### src/hdl/rect_atlas_allocator_assert.svh
// Assertion macros for the rectangle atlas allocator
`ifndef RECT_ATLAS_ALLOCATOR_ASSERT_SVH
`define RECT_ATLAS_ALLOCATOR_ASSERT_SVH
`ifndef SYNTHESIS
`define RAA_ASSERT_IMPL(label, clk, rst, ante, cons) \
  label: assert property (@(posedge clk) disable iff (rst) (ante) |-> (cons)) \
    else $error("assertion failed");
`define RAA_ASSERT_NEXT(label, clk, rst, ante, cons) \
  label: assert property (@(posedge clk) disable iff (rst) (ante) |=> (cons)) \
    else $error("assertion failed");
`else
`define RAA_ASSERT_IMPL(label, clk, rst, ante, cons)
`define RAA_ASSERT_NEXT(label, clk, rst, ante, cons)
`endif
`endif

### src/hdl/raa_pkg.sv
// Shared types and constants of the rectangle atlas allocator
package raa_pkg;

  localparam int FIELD_BITS     = 13;
  localparam int CFG_IDX_BITS   = 3;
  localparam int MAX_FREE_DEF   = 64;
  localparam int COORD_BITS_DEF = 13;

  localparam logic [FIELD_BITS-1:0] START_W_RST = 13'd256;
  localparam logic [FIELD_BITS-1:0] START_H_RST = 13'd256;
  localparam logic [FIELD_BITS-1:0] LIMIT_W_RST = 13'd1024;
  localparam logic [FIELD_BITS-1:0] LIMIT_H_RST = 13'd1024;

  localparam logic [CFG_IDX_BITS-1:0] CFG_START_W = 3'd0;
  localparam logic [CFG_IDX_BITS-1:0] CFG_START_H = 3'd1;
  localparam logic [CFG_IDX_BITS-1:0] CFG_LIMIT_W = 3'd2;
  localparam logic [CFG_IDX_BITS-1:0] CFG_LIMIT_H = 3'd3;
  localparam logic [CFG_IDX_BITS-1:0] CFG_FAST    = 3'd4;

  localparam logic KIND_ALLOC   = 1'b0;
  localparam logic KIND_RESTART = 1'b1;

  typedef struct packed {
    logic                  kind;
    logic [FIELD_BITS-1:0] req_width;
    logic [FIELD_BITS-1:0] req_height;
  } in_t;

  typedef struct packed {
    logic                  granted;
    logic [FIELD_BITS-1:0] pos_x;
    logic [FIELD_BITS-1:0] pos_y;
    logic [FIELD_BITS-1:0] atlas_width;
    logic [FIELD_BITS-1:0] atlas_height;
    logic                  list_overflow;
  } out_t;

  typedef struct packed {
    logic fits;
    logic overlap;
    logic a_in_b;
    logic b_in_a;
  } geom_flags_t;

  typedef enum logic [4:0] {
    ST_INIT, ST_IDLE, ST_RS_WR,
    ST_FB_RD, ST_FB_MUL, ST_FB_CMP, ST_FB_END,
    ST_GR_RD, ST_GR_DO,
    ST_FAST_WR, ST_FAST_PUSH,
    ST_SP_CHK, ST_SP_TEST, ST_SP_PUSH,
    ST_RC_OUTER, ST_RC_INNER, ST_RC_CHK,
    ST_ER_CHK, ST_ER_WR,
    ST_DONE
  } state_t;

endpackage

### src/hdl/raa_geom.sv
// Shared geometry unit: fit, overlap, containment and registered area
module raa_geom #(
  parameter int COORD_BITS = raa_pkg::COORD_BITS_DEF
) (
  input  logic                               clk,
  input  logic [4*COORD_BITS-1:0]            a_rect,
  input  logic [4*COORD_BITS-1:0]            b_rect,
  input  logic [raa_pkg::FIELD_BITS-1:0]     req_width,
  input  logic [raa_pkg::FIELD_BITS-1:0]     req_height,
  output raa_pkg::geom_flags_t               flags,
  output logic [2*COORD_BITS-1:0]            area
);

  localparam int CB = COORD_BITS;
  localparam int XW = (CB > raa_pkg::FIELD_BITS) ? CB : raa_pkg::FIELD_BITS;

  logic [CB-1:0] al, at, ar, ab, bl, bt, br, bb, fw, fh;

  assign al = a_rect[4*CB-1:3*CB];
  assign at = a_rect[3*CB-1:2*CB];
  assign ar = a_rect[2*CB-1:CB];
  assign ab = a_rect[CB-1:0];
  assign bl = b_rect[4*CB-1:3*CB];
  assign bt = b_rect[3*CB-1:2*CB];
  assign br = b_rect[2*CB-1:CB];
  assign bb = b_rect[CB-1:0];

  assign fw = ar - al;
  assign fh = ab - at;

  always_comb begin
    flags.fits    = (XW'(fw) >= XW'(req_width)) && (XW'(fh) >= XW'(req_height));
    // b is the placed rectangle in the split test; strict overlap on both axes
    flags.overlap = (br > al) && (bl < ar) && (bb > at) && (bt < ab);
    flags.a_in_b  = (al >= bl) && (at >= bt) && (ar <= br) && (ab <= bb);
    flags.b_in_a  = (bl >= al) && (bt >= at) && (br <= ar) && (bb <= ab);
  end

  always_ff @(posedge clk) begin
    area <= fw * fh;
  end

endmodule

### config.mk
export PLATFORM = sky130hd
export DESIGN_NAME = raa_geom
export DESIGN_NICKNAME = d
export VERILOG_FILES = /design/src/hdl/rect_atlas_allocator_assert.svh /design/src/hdl/raa_pkg.sv /design/src/hdl/raa_geom.sv
export SDC_FILE = /design/constraint.sdc
export NUM_CORES = 1
export LEC_CHECK = 0
export ABC_AREA = 1
export BUFFER_PORTS_ARGS = -buffer_cell sky130_fd_sc_hd__buf_2
export CORE_ASPECT_RATIO = 1.75
export CORE_MARGIN = 8
export CORE_UTILIZATION = 35
export DETAILED_ROUTE_END_ITERATION = 7
export PLACE_DENSITY = 0.6
export RECOVER_POWER = 50
export SLEW_MARGIN = 25
export SYNTH_ARGS = -nofsm -noshare
export SYNTH_HDL_FRONTEND = slang
export SYNTH_SLANG_ARGS = --single-unit
### constraint.sdc
create_clock -name clk -period 5.3 [get_ports clk]
set_input_delay 0.265 -clock clk [delete_from_list [all_inputs] [get_ports clk]]
set_output_delay 0.265 -clock clk [all_outputs]
set_load 0.005 [all_outputs]
# After elaboration in Yosys (flattened, before gate mapping)
# Cells that the tools add are included.
dict set report word_totals {
  ff_bits 26
  latch_bits 0
  ramBits 0
  romBits 0
  in_bits 131
  out_inout_bits 30
  wordCells 28
  n_memories 0
}
dict set report classes {
  addsub 2
  mul 1
  div 0
  order_cmp 14
  n_eq_ne 0
  n_shift 0
  muxes 0
  bitwise 0
  n_reduce_logical 10
}
# op n
set op_table {}
lappend op_table {{13-bit greater-or-equal comparator} 6}
lappend op_table {{13-bit <= comparator} 4}
lappend op_table {{13-bit greater-than comparator} 2}
lappend op_table {{13-bit less-than comparator} 2}
lappend op_table {{13-bit by 13-bit multiplier with 26-bit output} 1}
lappend op_table {{13-bit subtractor} 2}
lappend op_table {{1-bit logical AND} 10}

# Longest topological paths before layout
dict set report depth {
  depth_word 4
  ltp_mapped 34
  mapped_depth_nobuf 34
}

# Least setup slack after synthesis
# OpenSTA, ideal clock, no wires.
dict set report synth_timing {
  kind {input -> register}
  startpoint {input a_rect[0]}
  endpoint {register area[23]}
  setup_time_ns 0.113
  arrival_ns 5.465
  required_time_ns 5.187
  setup_slack_ns -0.278
  cell_stages 25
  n_path_buf 1
  path_cell_list {inv_1 ha_1 fa_1 nand3b_1 nand2_1 nand2_1 nand2_1 xor2_1 buf_4 nand2_1 fa_1 inv_1 fa_1 fa_1 fa_1 inv_1 fa_1 inv_1 ha_1 a21oi_1 o21ai_0 a21oi_1 nand3_1 nand2_1 nand2_1}
}
dict set report synth_between {
  elab_chain_len 2
}
# item line
set synth_rtl {}
lappend synth_rtl {{start, declared} raa_geom.sv:6} ;# input logic [4*COORD_BITS-1:0] a_rect,
lappend synth_rtl {{13-bit subtractor} raa_geom.sv:29} ;# assign fh = ab - at;
lappend synth_rtl {{13-bit by 13-bit multiplier with 26-bit output} raa_geom.sv:40} ;# area <= fw * fh;
lappend synth_rtl {{end signal, assigned} raa_geom.sv:40}
lappend synth_rtl {{end, declared} raa_geom.sv:11} ;# output logic [2*COORD_BITS-1:0] area
# No other way between the ends.

# Final worst setup path
dict set report layout_timing {
  startpoint {input a_rect[0]}
  endpoint {register area[12]}
}
# Same word-level chain as after synthesis.

==> results.json <==
{
  "largest_register_ffs": 26,
  "violations": "negative setup slack",
  "maxSlewHeadroom": 0.611,
  "fmax_mhz": 188,
  "post-route-period-util": 1.00,
  "design.die.area_um2": 36900,
  "dieWidth_um": 149,
  "tightest_slew_ns": 0.583,
  "ys_seq_area_frac": 0.0482,
  "cts_num_sinks": 26,
  "reg_top3": "area x26",
  "clockBufferDepth": 2,
  "use_met3": 0.0204,
  "cts-root-buf": "clkbuf_16",
  "crit_buf_inv": 7,
  "hp-class": "in2reg",
  "rows": 85,
  "antenna_cells_inserted": 0,
  "grt_usage": 0.194,
  "antenna_left": 0,
  "gp_congestion": 0.932,
  "dp_hpwl_um": 32000,
  "antenna_found_initial": 0,
  "firstDrtPassIters": 4,
  "synth_cell_types": 35,
  "wire_per_inst_um": 15.1,
  "end_kind": "flip-flop",
  "critPathLaunchType": "primary input",
  "critPathTopFamily": "adder cells",
  "crit_required_ns": 5.46,
  "ios": 161,
  "synth_flop_cell": "dfxtp_1",
  "grt_pass1_wl_um": 57200,
  "hold_viol_final": 0,
  "path_class": "in2reg",
  "drt_iter0_markers": 326,
  "postRouteWirelength_um": 35400,
  "drive_gt1_frac": 0.314,
  "core_area_um2": 30500,
  "cts_buffers": 3,
  "final_cells": 2339,
  "synth_cells": 1547,
  "top_register": "area",
  "min_period_ns": 5.32,
  "cp.depth": 25,
  "hold_depth": 3,
  "cap_violations": 0,
  "synth.avg_cell_area_um2": 6.97,
  "setup_slack_ns": -0.0195,
  "finish.utilization": 0.492,
  "port_buffers": 160,
  "path_max_fanout": 8,
  "final_common_cell": "inv_1",
  "met1_usage": 0.174,
  "synth_nets": 2024,
  "clk_pin_slew_worst_paths_ns": 0.06,
  "slowest_delay_ns": 0.60,
  "syn_area_um2": 10800,
  "num-nets-final": 2426,
  "cts_tree": "built",
  "syn2layout_area_growth_pct": 39.2,
  "async_reset_ff_frac": 0,
  "die_h_um": 248,
  "slew_violations": 0,
  "viasPerCell": 4.75,
  "setup_viol": 5,
  "grt_pass1_vias": 12200,
  "vias": 11100,
  "crit_slowest_cell": "fa_2",
  "synth-edff-count": 0,
  "final_area_um2": 15000,
  "grt_max_degree": 16,
  "rsz0062_at_grt": "yes",
  "drc_errors": 0,
  "synth-seq-cells": 26,
  "grt-ovfl-total": 0,
  "status": "complete, but fails checks",
  "dpl.cell_count": 2302,
  "yosysWarnings": 0,
  "busiest_layer": "met2",
  "start_util": 0.353,
  "dpl-instance-area_um2": 13800,
  "use_met2": 0.399,
  "cp.arrival_ns": 5.48,
  "htree_levels": 1,
  "layout_common_cells": "321 x inv_1, 317 x nand2_1, 234 x buf_4, 202 x ha_1, 141 x buf_2"
}
[tightest hold or removal path, cell delays in order]
cell and delay [ns]:
buf_2 0.12, ha_4 0.25, nor2_1 0.08
[cell usage after synthesis (3+ instances only)]
library cell / count / area share
nand2_1: 386 / 0.13
inv_1: 349 / 0.12
ha_1: 223 / 0.26
nor2_1: 148 / 0.051
fa_1: 123 / 0.23
a21oi_1: 84 / 0.039
nand3_1: 57 / 0.026
o21ai_0: 30 / 0.014
dfxtp_1: 26 / 0.048
nand4_1: 23 / 0.013
xor2_1: 15 / 0.012
nor3_1: 12 / 0.0056
inv_2: 9 / 0.0031
xnor2_1: 9 / 0.0073
nand3b_1: 7 / 0.0049
nand2_2: 6 / 0.0035
o21ai_1: 5 / 0.0023
buf_2: 4 / 0.0019
clkbuf_1: 4 / 0.0014
a21o_1: 3 / 0.0021
clkinv_1: 3 / 0.0010
o21bai_1: 3 / 0.0021
[layout make-up]
| type | count | area (µm²) |
|---|---|---|
| repair buffers | 409 | 2750 |
| multi-input cells | 1148 | 9760 |
| fillers | 2990 | 15500 |
| clock buffers | 3 | 75.1 |
| well taps | 391 | 489 |
| inverters | 361 | 1390 |
| flip-flops and latches | 26 | 520 |
| clock inverters | 1 | 30.0 |
[metal layers]
| layer | vias to the layer above | routed length, µm |
|---|---|---|
| met5 | - | 0 |
| met4 | 0 | 2060 |
| met3 | 105 | 1150 |
| met2 | 260 | 19800 |
| met1 | 5158 | 12400 |
| li1 | 5590 | - |
[timing repair]
action,CTS,global route
gates cloned,1,0
resized for setup,157,86
endpoints found under the setup margin,16,17
setup buffers,19,14
pin swaps,118,81
hold endpoints to repair,0,0
hold buffers,0,0
[kinds of logic (layout without fill, tap and decap cells)]
family | count (synthesis) | count (layout) | share of synthesized area
compound gates | 132 | 132 | 0.0644
xor+xnor | 28 | 28 | 0.0266
fa+ha+maj | 346 | 346 | 0.487
buf+inv | 373 | 774 | 0.132
flops | 26 | 26 | 0.0482
simple gates | 642 | 642 | 0.242
[final timing paths]
check,start,to,slack (ns)
worst min-delay path,a_rect[26],area[0],0.52
worst max-delay path,a_rect[0],area[12],-0.02
[through the flow]
stage / hold slack [ns] / setup TNS (ns) / worst slack, ns
floorplan: 0.549 / -0.0175 / -0.00922
global placement: 0.647 / -7.38 / -0.632
detailed placement: 0.646 / -8.73 / -0.713
CTS: 0.544 / 0 / 0.000239
global route: 0.533 / -3.38 / -0.277
finish: 0.519 / -0.0507 / -0.0195
Power is not shown: default switching activity piles up to over one toggle a cycle in this logic, so the estimate is an artifact.
